$ cat config.mk
export PLATFORM = sky130hd
export DESIGN_NAME = crc8_reply_frame_scanner_top
export DESIGN_NICKNAME = d
export VERILOG_FILES = /design/src/sv/crc8s_pkg.sv /design/src/sv/crc8s_frame_check.sv /design/src/sv/crc8_reply_frame_scanner_top.sv
export SDC_FILE = /design/constraint.sdc
export NUM_CORES = 1
export LEC_CHECK = 0
export CORE_UTILIZATION = 50
export CTS_CLUSTER_DIAMETER = 200
export DETAILED_ROUTE_END_ITERATION = 10
export DONT_BUFFER_PORTS = 1
export PLACE_DENSITY = 0.76
export SKIP_LAST_GASP = 1
export SLEW_MARGIN = 10
export SYNTH_ARGS = -nofsm -noshare
export SYNTH_HDL_FRONTEND = slang
export SYNTH_HIERARCHICAL = 1
export SYNTH_SLANG_ARGS = --single-unit
$ cat constraint.sdc
create_clock -name clk -period 6 [get_ports clk]
set_input_delay 0.3 -clock clk [delete_from_list [all_inputs] [get_ports clk]]
set_output_delay 0.3 -clock clk [all_outputs]
set_load 0.01 [all_outputs]
$ cat src/sv/crc8s_pkg.sv
// ----------------------------------------------------------------------------
// crc8s_pkg
// shared types and constants of the reply frame scanner
// ----------------------------------------------------------------------------
package crc8s_pkg;

	localparam int FRAME_BYTES = 8;

	localparam logic [3:0] FRAME_LEN    = 4'd8;
	localparam logic [3:0] MAX_RX_BYTES = 4'd12;

	localparam logic [7:0] SYNC_BYTE  = 8'h05;
	localparam logic [7:0] REPLY_ADDR = 8'hFF;
	localparam logic [6:0] REG_MASK   = 7'h7F;
	localparam logic [7:0] CRC_POLY   = 8'h07;

	localparam logic [1:0] STATUS_OK       = 2'd0;
	localparam logic [1:0] STATUS_SHORT    = 2'd1;
	localparam logic [1:0] STATUS_NO_FRAME = 2'd2;

	// entry 0 is the oldest byte
	typedef logic [0:FRAME_BYTES-1][7:0] window_t;

	typedef struct packed {
		logic        match;
		logic [7:0]  reg_byte;
		logic [31:0] data;
	} frame_info_t;

endpackage

$ cat src/sv/crc8s_frame_check.sv
// ----------------------------------------------------------------------------
// crc8s_frame_check
// checks one 8-byte window as a reply frame: sync, address, register, crc8
// ----------------------------------------------------------------------------
module crc8s_frame_check (
	input  crc8s_pkg::window_t     window,
	input  logic [6:0]             want_reg,
	output crc8s_pkg::frame_info_t info
);
	import crc8s_pkg::*;

	function automatic logic [7:0] crc8_byte(input logic [7:0] crc_in,
		input logic [7:0] data);
		logic [7:0] c;
		logic       fb;
		c = crc_in;
		for (int k = 0; k < 8; k++) begin
			fb = c[7] ^ data[k];
			c  = {c[6:0], 1'b0} ^ (fb ? CRC_POLY : 8'h00);
		end
		return c;
	endfunction

	logic [7:0] crc;

	always_comb begin
		crc = 8'h00;
		for (int i = 0; i < FRAME_BYTES - 1; i++) begin
			crc = crc8_byte(crc, window[i]);
		end
	end

	always_comb begin
		info.match    = (window[0] == SYNC_BYTE) && (window[1] == REPLY_ADDR)
			&& ((window[2][6:0] & REG_MASK) == want_reg)
			&& (crc == window[FRAME_BYTES-1]);
		info.reg_byte = window[2];
		info.data     = {window[3], window[4], window[5], window[6]};
	end

endmodule

$ cat src/sv/crc8_reply_frame_scanner_top.sv
// result: registered into the output registers when the item carrying burst_end leaves the input register
// throughput: one byte per cycle if not stalled; input reg, one combinational pass
// a held result stalls a burst-end item in the input register and the input behind it
// reset: arst_n clears the byte count, found flag and both valid flags at once
// ----------------------------------------------------------------------------
// crc8_reply_frame_scanner_top
// sliding-window uart reply deframer with crc8 check and burst-end report
// ----------------------------------------------------------------------------
module crc8_reply_frame_scanner_top (
	input  logic        clk,
	input  logic        arst_n,
	input  logic        in_valid,
	output logic        in_stall,
	input  logic [7:0]  rx_byte,
	input  logic        burst_end,
	input  logic [6:0]  expected_reg,
	output logic        out_valid,
	input  logic        out_stall,
	output logic [1:0]  status,
	output logic [7:0]  reply_reg,
	output logic [31:0] reply_data,
	output logic [3:0]  byte_count
);
	import crc8s_pkg::*;

	logic       valid_s1;
	logic [7:0] byte_s1;
	logic       last_s1;
	logic [6:0] want_s1;

	window_t     window_q;
	logic [3:0]  seen_q;
	logic        found_q;
	logic [7:0]  held_reg_q;
	logic [31:0] held_data_q;

	logic        out_valid_q;
	logic [1:0]  status_q;
	logic [7:0]  reply_reg_q;
	logic [31:0] reply_data_q;
	logic [3:0]  byte_count_q;

	logic        out_free;
	logic        consume;
	logic        room;
	window_t     next_window;
	logic [3:0]  seen_next;
	frame_info_t info;
	logic        hit;
	logic        found_next;
	logic [7:0]  reg_next;
	logic [31:0] data_next;

	assign out_free    = !out_valid_q || !out_stall;
	assign consume     = valid_s1 && (!last_s1 || out_free);
	assign in_stall    = valid_s1 && !consume;
	assign room        = seen_q < MAX_RX_BYTES;
	assign next_window = {window_q[1:FRAME_BYTES-1], byte_s1};
	assign seen_next   = room ? seen_q + 4'd1 : seen_q;

	crc8s_frame_check u_check (
		.window   (next_window),
		.want_reg (want_s1),
		.info     (info)
	);

	assign hit        = room && (seen_next >= FRAME_LEN) && info.match;
	assign found_next = found_q || hit;
	assign reg_next   = hit ? info.reg_byte : held_reg_q;
	assign data_next  = hit ? info.data : held_data_q;

	always_ff @(posedge clk or negedge arst_n) begin
		if (!arst_n) begin
			valid_s1 <= 1'b0;
		end else if (in_valid && !in_stall) begin
			valid_s1 <= 1'b1;
		end else if (consume) begin
			valid_s1 <= 1'b0;
		end
	end

	always_ff @(posedge clk) begin
		if (in_valid && !in_stall) begin
			byte_s1 <= rx_byte;
			last_s1 <= burst_end;
			want_s1 <= expected_reg;
		end
	end

	always_ff @(posedge clk or negedge arst_n) begin
		if (!arst_n) begin
			seen_q  <= 4'd0;
			found_q <= 1'b0;
		end else if (consume) begin
			if (last_s1) begin
				seen_q  <= 4'd0;
				found_q <= 1'b0;
			end else begin
				seen_q  <= seen_next;
				found_q <= found_next;
			end
		end
	end

	always_ff @(posedge clk) begin
		if (consume && !last_s1) begin
			if (room) begin
				window_q <= next_window;
			end
			held_reg_q  <= reg_next;
			held_data_q <= data_next;
		end
	end

	always_ff @(posedge clk or negedge arst_n) begin
		if (!arst_n) begin
			out_valid_q <= 1'b0;
		end else if (consume && last_s1) begin
			out_valid_q <= 1'b1;
		end else if (!out_stall) begin
			out_valid_q <= 1'b0;
		end
	end

	always_ff @(posedge clk) begin
		if (consume && last_s1) begin
			byte_count_q <= seen_next;
			if (seen_next < FRAME_LEN) begin
				status_q     <= STATUS_SHORT;
				reply_reg_q  <= 8'h00;
				reply_data_q <= 32'h0;
			end else if (found_next) begin
				status_q     <= STATUS_OK;
				reply_reg_q  <= reg_next;
				reply_data_q <= data_next;
			end else begin
				status_q     <= STATUS_NO_FRAME;
				reply_reg_q  <= 8'h00;
				reply_data_q <= 32'h0;
			end
		end
	end

	assign out_valid  = out_valid_q;
	assign status     = status_q;
	assign reply_reg  = reply_reg_q;
	assign reply_data = reply_data_q;
	assign byte_count = byte_count_q;

endmodule

## Word-level counts from Yosys, hierarchy flattened

Cells that the tools add are included.

| storage, ports and cells | value |
|---|---|
| flip-flop bits (word level) | 165 |
| input port bits | 20 |
| output and inout bits | 48 |
| word-level logic and storage cells | 227 |

| cells by class | value |
|---|---|
| add/sub/neg operators | 1 |
| order comparisons | 3 |
| equality and inequality tests | 5 |
| muxes and demuxes | 66 |
| bitwise logic cells | 111 |
| reductions and logical operators | 21 |

Operator list:

| cell | number |
|---|---|
| $xor 8x8->8 | 55 |
| $mux 3 | 56 |
| $xor 1x1->1 | 54 |
| $mux 32 | 1 |
| $logic_and 1x1->1 | 10 |
| $eq 8x3->1 const B | 1 |
| $eq 8x8->1 | 1 |
| $eq 8x8->1 const B | 1 |
| $lt 4x4->1 const B | 2 |
| $mux 4 | 2 |
| $mux 8 | 1 |
| $eq 7x7->1 | 1 |
| $logic_not 1->1 | 5 |
| $mux 1 | 5 |
| $add 4x1->4 const B | 1 |
| $ge 4x4->1 const B | 1 |
| $logic_or 1x1->1 | 3 |
| $mux 2 | 1 |
| $ne 2x1->1 const B | 1 |
| $reduce_and 2->1 | 1 |
| $reduce_bool 2->1 | 1 |
| $reduce_or 2->1 | 1 |
| $not 1->1 | 1 |
| $xor 1x1->1 const A | 1 |

## Logic depth before layout (Yosys ltp)

Gate-level depths: netlist (run 1).

| logic depth | value |
|---|---|
| word-level depth | 171 |
| mapped depth | 17 |
| depth with buffers taken out | 15 |

## Cells and area by module

The synthesis (run 1) kept the hierarchy.

Modules (own cells, without submodules):

| module | times used | cells each | area an instance (um2) | sequential area each (um2) |
|---|---|---|---|---|
| crc8_reply_frame_scanner_top | 1 | 444 | 6,955.4 | 4,919.7 |
| crc8s_frame_check | 1 | 211 | 2,326.0 | 0.0 |

## Worst setup path before layout (run 1)

OpenSTA, ideal clock, no wires.

| timing path | value |
|---|---|
| path kind | flip-flop to flip-flop |
| start | register window_q, in the netlist next_window[56] |
| end | register held_data_q[0] (data pin) |
| arrival | 5.128 ns |
| required time | 5.735 ns |
| path slack | 0.606 ns |
| stages on the path, launching flop included | 16 |
| buffers on the path | 1 |
| cell sequence | edfxtp_1 ha_1 xor2_1 xnor3_2 xnor3_2 xnor3_2 xnor3_2 xor2_1 xnor3_1 xor2_1 or3_1 a2111oi_2 clkinv_1 clkbuf_1 o21a_1 or3_1 |

RTL lines:

| what | line | RTL |
|---|---|---|
| from (decl) | crc8_reply_frame_scanner_top.sv:31 | `window_t window_q;` |
| from (signal assigned) | crc8_reply_frame_scanner_top.sv:108 | `window_q <= next_window;` |
| to (signal assigned) | crc8_reply_frame_scanner_top.sv:111 | `held_data_q <= data_next;` |
| to (decl) | crc8_reply_frame_scanner_top.sv:35 | `logic [31:0] held_data_q;` |

==> metrics.md, run 1 <==
| Metric | Value |
|---|---|
| DRT iter0 DRCs | 623 |
| CTS buffer count | 17 |
| Setup tns final | 0 ns |
| Flop pwr share | 23.6% |
| First-pass iteration count of the detailed router | 8 |
| Sw Pwr | 2.02 mW |
| Area of the multi-input gates | 3830 um^2 |
| Core footprint | 18,100 um^2 |
| Worst slew pin tran | 1.11 ns |
| # setup viols final | 0 |
| Clock network power share | 19.3% |
| DR vias/cell | 6.23 |
| Net count, final | 649 |
| Register area share after synthesis | 53.0% |
| Type of the most critical hold path | in2reg |
| Worst-Skew Late Latency | 0.42 ns |
| Yosys top cell by area | edfxtp_1 |
| Run status | finished, violations left |
| Post-route ant nets | 0 |
| Post-Route Skew | 0.00804 ns |
| P per Cell Area | 593 nW/um^2 |
| Startpoint type of the worst setup path | register |
| Drc violations | 8 |
| First-pass GRT wire length | 30,300 um |
| RSZ-0062 raised after global routing | false |
| FF-to-FF Start | next_window[62]$_DFFE_PP_ |
| Wire per inst | 22.1 um |
| #FFs+latches synth | 165 |
| Detailed-route wire length | 19,100 um |
| Vias in the first global route | 5,445 |
| Crit Reg-Reg Endpoint | held_data_q[8]$_DFFE_PP_ |
| Vias after detailed routing | 5,401 |
| Clock Sinks | 165 |
| Max Fclk | 173 MHz |
| Number of flops mapped to enable cells by yosys | 158 |
| Area Growth Syn to Fin | 7.54% |
| Commonest non-fill, non-tap cell in the layout | edfxtp_1 |
| Critical path class | reg2reg |
| Max Cap Viol | 0 |
| Fin crit period | 5.77 ns |
| Clock buffer depth | 2 |
| CTS tree | yes |
| Die width | 138 um |
| Mean Syn Cell Area | 14.2 um^2 |
| IO Pins | 68 |
| Worst Setup End Kind | register |
| Tcrit/Tclk final | 96.2% |
| Cell area after synthesis | 9280 um^2 |
| Grt ovf | 0 |
| Sw frac | 34.1% |
| Power, Total | 5.92 mW |
| WP data required | 6.16 ns |
| Asr flop ratio synth | 4.24% |
| P_int | 3.90 mW |
| Prevailing post-synth register cell | edfxtp_1 |
| Final slew viol count | 0 |
| Setup crit start | next_window[62]$_DFFE_PP_ |
| Top cells by area, synth | edfxtp_1 51%, xnor2_1 6.3%, xnor3_1 5.8% |
| Gpl congestion | 0.835 |
| Buffers on Ports | 0 |
| CP endpoint | held_data_q[8]$_DFFE_PP_ |
| Most frequent cells in the layout | 158 x edfxtp_1, 67 x xnor2_1, 41 x and3_1, 41 x or3_1 |
| Worst reg2reg path depth | 14 |
| Post-Syn Nets | 679 |
| Diode count | 0 |
| CTS H-tree depth | 4 |
| Clock slew at reported path FFs | 0.06 ns |
| Combinational Power Share | 57.1% |
| Layout cells sized above 1 | 9.87% |
| Row count | 49 |
| Gr usage total | 20.8% |
| Final Hold Viols | 0 |
| Register area | 4920 um^2 |
| Count of cell types in the netlist | 46 |
| Initial antenna violation count | 0 |
| Critical path arrival | 5.93 ns |
| Chip Height | 138 um |
| Largest net degree at the start of global routing | 82 |
| Cells after Synth | 655 |
| Violated checks | design-rule violations |
| Detail Placement HPWL | 12,000 um |
| Worst R2R Setup Slack | 0.23 ns |
| Worst hold margin | 0.114 ns |
| Die ar. | 19,100 um^2 |
| Initial core utilization | 51.3% |
| Clk root buf | clkbuf_16 |
| Largest register FFs | 56 |
| Area share of the largest cell type after synthesis | 51.1% |
| Worst slew margin | 25.8% |
| Peak VDD IR | 0.000879 V |
| Lkg Pwr | 3.75 nW |
| Fill cell count | 1,375 |
| CP Max Fanout | 41 |
| Final core occ | 55.2% |
| Syn. warnings | 6 |
## kinds of logic (layout without fill, tap and decap cells)
| logic type | count (synthesis) | after routing | synth area share, % |
|---|---|---|---|
| simple gates | 122 | 122 | 7.78 |
| mux | 4 | 4 | 0.445 |
| xor+xnor | 139 | 139 | 19.6 |
| fa+ha+maj | 4 | 4 | 0.539 |
| flops | 165 | 165 | 53.0 |
| buf+inv | 87 | 70 | 6.09 |
| compound gates | 134 | 134 | 12.5 |
## critical path, cell delays in order (launching register included)
cell       delay [ns]
edfxtp_1         0.44
xnor2_1          0.48
xnor3_2          0.61
xnor3_2          0.42
xnor3_2          0.45
xnor3_2          0.41
xor2_1           0.25
xnor3_1          0.45
xor2_1           0.16
or3_1            0.39
a2111oi_4        0.40
clkinv_1         0.11
buf_4            0.28
o21a_1           0.26
or3_1            0.38
## per-stage QoR
step	cell area [um^2]	cells	setup WS, ns
final	9980	867	0.226
after global routing	9980	867	0.0136
after CTS	9980	867	0.177
after detailed placement	9180	816	0.276
after global placement	9180	816	0.476
after floorplan	9280	655	0.606
## power groups by stage
stage               combinational, mW  clock [mW]  sequential [mW]
floorplan                        2.84           0             1.39
global placement                 3.24           0             1.42
detailed placement               3.34           0             1.42
CTS                              3.37        1.15             1.40
global route                     3.65        1.20             1.40
finish                           3.38        1.14             1.40
## worst min path at each step
stage	startpoint	endpoint	slack [ns]	depth (start not counted)
2_1_floorplan	arst_n	found_q$_DFFE_PN0P_	0.004	0
3_3_place_gp	arst_n	valid_s1$_DFFE_PN0P_	0.005	0
3_5_place_dp	arst_n	valid_s1$_DFFE_PN0P_	0.005	0
4_1_cts	out_stall	valid_s1$_DFFE_PN0P_	0.1	2
5_1_grt	out_stall	valid_s1$_DFFE_PN0P_	0.11	2
6_report	out_stall	valid_s1$_DFFE_PN0P_	0.11	2
## synthesized netlist by cell type, types with 5 or more instances
library cell  number
nor2_1             5
edfxtp_1         158
xnor2_1           67
o21a_1            40
inv_1              7
buf_4             41
xor3_1             7
nand2_1           13
buf_6             10
buf_2              7
and3_1            42
clkbuf_1          20
xnor3_1           24
o31a_1            40
dfrtp_1            7
xnor3_2            5
xor2_1            29
nor2b_1            5
a32o_1            40
or3_1             41
## area by class of cell
cell class	instances	share of cell area, %
timing repair buffer	30	2.98
clock buffer	18	4.30
tap	229	2.87
multi-input combinational	403	38.4
inverter	8	0.301
clock inverter	14	1.83
sequential	165	49.3
## what timing repair did
action                     CTS  global route
hold buffers                19             0
hold endpoints to repair    25             0
setup endpoints to repair    0            41
gates resized for setup      0             1
buffers inserted             0             0
## per-layer routing
metal  vias to the layer above  part of all wire, %  GRT usage (%)  wire length, um
met3                        31                  7.4           4.81             1410
met2                       271                   48           33.7             9290
met4                         0                  2.5           7.98              471
li1                       2423                    -              -                -
met1                      2676                   42           27.3             7980
met5                         -                    0              0                0
Power figures use the tool's default switching activity.
==> run 2, diff against run 1 <==
--- a/config.mk
+++ b/config.mk
@@ -5,11 +5,12 @@
 export SDC_FILE = /design/constraint.sdc
 export NUM_CORES = 1
 export LEC_CHECK = 0
-export CORE_UTILIZATION = 50
+export CORE_UTILIZATION = 35
 export CTS_CLUSTER_DIAMETER = 200
 export DETAILED_ROUTE_END_ITERATION = 10
 export DONT_BUFFER_PORTS = 1
-export PLACE_DENSITY = 0.76
+export GPL_ROUTABILITY_DRIVEN = 1
+export PLACE_DENSITY = 0.6
 export SKIP_LAST_GASP = 1
 export SLEW_MARGIN = 10
 export SYNTH_ARGS = -nofsm -noshare
==> metrics.md, run 2 (same netlist as run 1, synthesis figures left out) <==
| Metric | Value |
|---|---|
| Final slew viol count | 0 |
| CP bufs+invs | 2 |
| Die ar. | 27,200 um^2 |
| Worst hold start | out_stall |
| Diode count | 0 |
| Largest net degree at the start of global routing | 57 |
| WP data required | 6.17 ns |
| Worst R2R Setup Slack | 0.28 ns |
| Grt ovf | 0 |
| Die width | 165 um |
| CP most frequent cell | xor2_1 |
| Chip Height | 165 um |
| Max Fclk | 175 MHz |
| Drc violations | 0 |
| Net count, final | 653 |
| Post-route ant nets | 0 |
| Area of the multi-input gates | 3830 um^2 |
| CP cell instances | ha_1 -> xor2_1 -> xnor3_4 -> xnor3_1 -> xnor3_2 -> xnor3_2 -> xor2_1 -> xnor3_1 -> xor2_1 -> or3_1 -> a2111oi_4 -> clkinv_1 -> buf_4 -> o21a_1 -> or3_1 |
| Critical path class | reg2reg |
| Sw frac | 34.0% |
| Worst slew margin | 27.0% |
| Worst slack, placed | 0.120 ns |
| Final core occ | 38.8% |
| CTS buffer count | 17 |
| Combinational Power Share | 57.2% |
| Worst-Skew Late Latency | 0.43 ns |
| Row count | 59 |
| Gpl congestion | 0.840 |
| Worst slew pin tran | 1.09 ns |
| Layout cells sized above 1 | 10.1% |
| Worst Hold Path EP | valid_s1$_DFFE_PN0P_ |
| Fill cell count | 2,403 |
| Crit Reg-Reg Endpoint | held_reg_q[5]$_DFFE_PP_ |
| DR vias/cell | 5.44 |
| CP max stage delay | 0.58 ns |
| Clk root buf | clkbuf_16 |
| Max Cap Viol | 0 |
| Fin crit period | 5.72 ns |
| Peak VDD IR | 0.000700 V |
| Area Growth Syn to Fin | 8.92% |
| Post-Route Skew | 0.0106 ns |
| Run status | finished, final reports clean |
| Most frequent cells in the layout | 158 x edfxtp_1, 67 x xnor2_1, 41 x and3_1, 41 x or3_1 |
| Worst reg2reg path depth | 15 |
| DRT iter0 DRCs | 395 |
| # setup viols final | 0 |
| Setup crit start | next_window[56]$_DFFE_PP_ |
| CTS H-tree depth | 4 |
| Clock slew at reported path FFs | 0.07 ns |
| Setup ws final | 0.280 ns |
| Initial antenna violation count | 0 |
| Family with the most delay on the worst path | XOR/XNOR gates |
| Clock network power share | 19.0% |
| Vias in the first global route | 5,359 |
| Lkg Pwr | 3.75 nW |
| Sw Pwr | 1.99 mW |
| P_int | 3.86 mW |
| CTS tree | yes |
| Critical path arrival | 5.89 ns |
| Commonest non-fill, non-tap cell in the layout | edfxtp_1 |
| Startpoint type of the worst setup path | register |
| CP Max Fanout | 23 |
| Core footprint | 26,100 um^2 |
| Vias after detailed routing | 5,312 |
| Hold path cells | 2 |
| Worst Setup End Kind | register |
| Buffers on Ports | 0 |
| Tcrit/Tclk final | 95.3% |
| Placed insts | 924 |
| Flop pwr share | 23.9% |
| Post-CTS sizing | 0 |
| IO Pins | 68 |
| First-pass GRT wire length | 31,000 um |
| Largest register FFs | 56 |
| Register area | 4920 um^2 |
| Gr usage total | 15.3% |
| Clock Sinks | 165 |
| Detail Placement HPWL | 13,200 um |
| Finished Layout Cells | 977 |
| Power, Total | 5.85 mW |
| FF-to-FF Start | next_window[56]$_DFFE_PP_ |
| Detailed-route wire length | 19,800 um |
| DP Area | 9310 um^2 |
| Type of the most critical hold path | in2reg |
| Clock buffer depth | 2 |
| First-pass iteration count of the detailed router | 6 |
| Final Cell Area | 10,100 um^2 |
| Wire per inst | 20.3 um |
| Final Hold Viols | 0 |
| Crit-path slowest cell | xnor3_4 |
| P per Cell Area | 579 nW/um^2 |
| Initial core utilization | 35.6% |
==> run 2: cell types whose count changed in the layout (fill, tap and decap cells not counted), moves of 2 or more <==
cell,change
clkinv_2,-2
clkbuf_1,+2
buf_4,+5
clkinv_4,+2
==> run 2: cell type report <==
type	count	share of cell area [%]
clock buffers	20	4.32
clock inverters	12	1.53
inverters	8	0.297
multi-input cells	403	37.9
flip-flops and latches	165	48.7
well taps	335	4.15
repair buffers	34	3.12
==> run 2: how the worst max path moves through the flow <==
| stage | slack (ns) | endpoint | depth (start not counted) |
|---|---|---|---|
| after floorplan | 0.61 | held_data_q[0]$_DFFE_PP_ | 15 |
| after global placement | 0.36 | held_data_q[2]$_DFFE_PP_ | 15 |
| after detailed placement | 0.12 | held_reg_q[5]$_DFFE_PP_ | 15 |
| after CTS | 0.12 | held_reg_q[0]$_DFFE_PP_ | 15 |
| after global routing | -0.02 | held_reg_q[7]$_DFFE_PP_ | 15 |
| final | 0.28 | held_reg_q[5]$_DFFE_PP_ | 15 |
==> run 2: through the flow <==
stage / hold slack [ns] / TNS, ns
final: 0.0846 / 0
after global placement: 0.00459 / 0
after global routing: 0.111 / -0.0736
after floorplan: 0.00441 / 0
after CTS: 0.0756 / 0
after detailed placement: 0.00452 / 0
==> run 2: timing repair <==
item	4_1_cts	5_1_grt
setup buffers	0	2
hold buffers	19	0
endpoints found under the setup margin	0	80
hold endpoints to repair	25	0
==> run 2: worst reg2reg max path: cells and delay by family (launching register included) <==
family / cells / cell delay, ns
XOR/XNOR: 8 / 2.81
AND/OR/NAND/NOR: 2 / 0.75
AO/OA/AOI/OAI: 2 / 0.67
flip-flops: 1 / 0.44
buffers and inverters: 2 / 0.43
adder cells (fa/ha/maj): 1 / 0.36
==> run 2: metal layers <==
layer,global-route usage (%),share of wire (%),up-vias,wire (um)
li1,-,-,2424,-
met1,19.8,44,2713,8810
met2,25.5,50,156,9840
met3,3.42,4.4,19,869
met4,4.84,1.4,0,278
met5,0,0,-,0
==> run 2: power groups by stage <==
stage | clock network [mW] | logic [mW] | registers, mW
after global routing | 1.19 | 3.62 | 1.40
after CTS | 1.14 | 3.34 | 1.40
after floorplan | 0 | 2.84 | 1.39
final | 1.11 | 3.34 | 1.40
after detailed placement | 0 | 3.31 | 1.42
after global placement | 0 | 3.25 | 1.42
==> run 3, diff against run 2 <==
--- a/config.mk
+++ b/config.mk
@@ -6,6 +6,7 @@
 export NUM_CORES = 1
 export LEC_CHECK = 0
 export CORE_UTILIZATION = 35
+export CTS_BUF_LIST = sky130_fd_sc_hd__clkbuf_4
 export CTS_CLUSTER_DIAMETER = 200
 export DETAILED_ROUTE_END_ITERATION = 10
 export DONT_BUFFER_PORTS = 1
==> metrics.md, run 3 (same netlist as run 1, synthesis figures left out) <==
| Metric | Value |
|---|---|
| Run status | finished, final reports clean |
| Post-route ant nets | 0 |
| Row count | 59 |
| Max Cap Viol | 0 |
| Area Growth Syn to Fin | 5.99% |
| Area of the multi-input gates | 3830 um^2 |
| CTS H-tree depth | 4 |
| Wire per inst | 20.0 um |
| Net count, final | 654 |
| Initial antenna violation count | 1 |
| Worst Setup End Kind | register |
| # setup viols final | 0 |
| Flop pwr share | 25.6% |
| Die width | 165 um |
| Sw frac | 35.6% |
| Commonest non-fill, non-tap cell in the layout | edfxtp_1 |
| FF-to-FF Start | next_window[62]$_DFFE_PP_ |
| CTS tree | yes |
| Crit Reg-Reg Endpoint | held_data_q[21]$_DFFE_PP_ |
| Clock buffer depth | 2 |
| Register area | 4920 um^2 |
| Most frequent cells in the layout | 158 x edfxtp_1, 67 x xnor2_1, 41 x and3_1, 41 x or3_1 |
| P per Cell Area | 553 nW/um^2 |
| WP data required | 6.30 ns |
| Startpoint type of the worst setup path | register |
| Worst slew pin tran | 1.10 ns |
| Vias after detailed routing | 5,320 |
| Initial core utilization | 35.6% |
| Final Hold Viols | 0 |
| CP Max Fanout | 23 |
| CTS buffer count | 17 |
| Lkg Pwr | 3.63 nW |
| Chip Height | 165 um |
| Max Fclk | 176 MHz |
| Peak VDD IR | 0.000682 V |
| Fill cell count | 2,437 |
| Critical path arrival | 5.98 ns |
| Combinational Power Share | 61.4% |
| Grt ovf | 0 |
| Drc violations | 0 |
| DR vias/cell | 5.43 |
| Clock slew at reported path FFs | 0.14 ns |
| Worst hold margin | 0.0530 ns |
| Detail Placement HPWL | 13,200 um |
| P_int | 3.51 mW |
| Worst reg2reg path depth | 14 |
| Critical path class | reg2reg |
| Largest register FFs | 56 |
| Tcrit/Tclk final | 94.6% |
| Final slew viol count | 0 |
| Clock network power share | 13.0% |
| Sw Pwr | 1.94 mW |
| Worst-Skew Late Latency | 0.56 ns |
| Buffers on Ports | 0 |
| RSZ-0062 raised after global routing | false |
| Die ar. | 27,200 um^2 |
| Power, Total | 5.44 mW |
| DRT iter0 DRCs | 406 |
| Setup tns final | 0 ns |
| DP Area | 9310 um^2 |
| Core footprint | 26,100 um^2 |
| Worst R2R Setup Slack | 0.32 ns |
| Post-Route Skew | 0.0212 ns |
| Type of the most critical hold path | in2async |
| Worst slew margin | 26.7% |
| Vias in the first global route | 5,336 |
| Gpl congestion | 0.840 |
| Final core occ | 37.7% |
| Fin crit period | 5.68 ns |
| Layout cells sized above 1 | 10.7% |
| IO Pins | 68 |
| Clock Sinks | 165 |
| First-pass iteration count of the detailed router | 5 |
| Gr usage total | 15.1% |
| Largest net degree at the start of global routing | 57 |
| First-pass GRT wire length | 30,700 um |
| Final Cell Area | 9840 um^2 |
| Clk root buf | clkbuf_4 |
| Detailed-route wire length | 19,600 um |
[run 3: final cells by class]
cell class,count,area share [%]
inverters,8,0.305
multi-input cells,403,39.0
flip-flops and latches,165,50.0
clock buffers,20,1.53
repair buffers,35,3.31
diodes,1,0.0254
clock inverters,12,1.58
well taps,335,4.26
[run 3: worst max path at each step]
stage                                    from                        end  slack (ns)  cells after the start
global placement    next_window[56]$_DFFE_PP_   held_data_q[2]$_DFFE_PP_        0.36                     15
detailed placement  next_window[56]$_DFFE_PP_    held_reg_q[5]$_DFFE_PP_        0.12                     15
CTS                 next_window[56]$_DFFE_PP_    held_reg_q[0]$_DFFE_PP_        0.12                     15
floorplan           next_window[56]$_DFFE_PP_   held_data_q[0]$_DFFE_PP_        0.61                     15
finish              next_window[62]$_DFFE_PP_  held_data_q[21]$_DFFE_PP_        0.32                     14
global route        next_window[62]$_DFFE_PP_    held_reg_q[7]$_DFFE_PP_        0.01                     14
[run 3: routing by layer]
metal	part of all wire (%)	global-route usage, %	wire [um]	vias to the layer above
li1	-	-	-	2434
met1	44	19.6	8580	2695
met3	5.1	3.31	1010	16
met2	49	25.2	9670	175
met4	1.6	4.38	305	0
met5	0	0	0	-
[run 3: timing repair]
item	4_1_cts	5_1_grt
endpoints found under the hold margin	25	0
hold buffers	20	0
setup endpoints to repair	0	79
resized for setup	0	1
setup buffers	0	2
[run 3: critical path: stages, from the launching register on]
cell and delay, ns:
edfxtp_1 0.46, xnor2_1 0.39, xnor3_2 0.59, xnor3_2 0.42, xnor3_2 0.45, xnor3_2 0.41
xor2_1 0.23, xnor3_1 0.45, xor2_1 0.17, or3_1 0.39, a2111oi_4 0.45, clkinv_1 0.17
buf_4 0.26, o21a_1 0.22, or3_1 0.36
[run 3: metrics by stage]
| stage | worst slack (ns) | instances |
|---|---|---|
| 2_1_floorplan | 0.606 | 655 |
| 3_3_place_gp | 0.355 | 924 |
| 3_5_place_dp | 0.120 | 924 |
| 4_1_cts | 0.118 | 976 |
| 5_1_grt | 0.0121 | 979 |
| 6_report | 0.322 | 979 |
[run 3: power by group through the flow]
stage	Combinational [mW]	Clock [mW]	Sequential, mW
2_1_floorplan	2.84	0	1.39
3_3_place_gp	3.25	0	1.42
3_5_place_dp	3.31	0	1.42
4_1_cts	3.34	0.731	1.40
5_1_grt	3.62	0.776	1.40
6_report	3.34	0.706	1.39
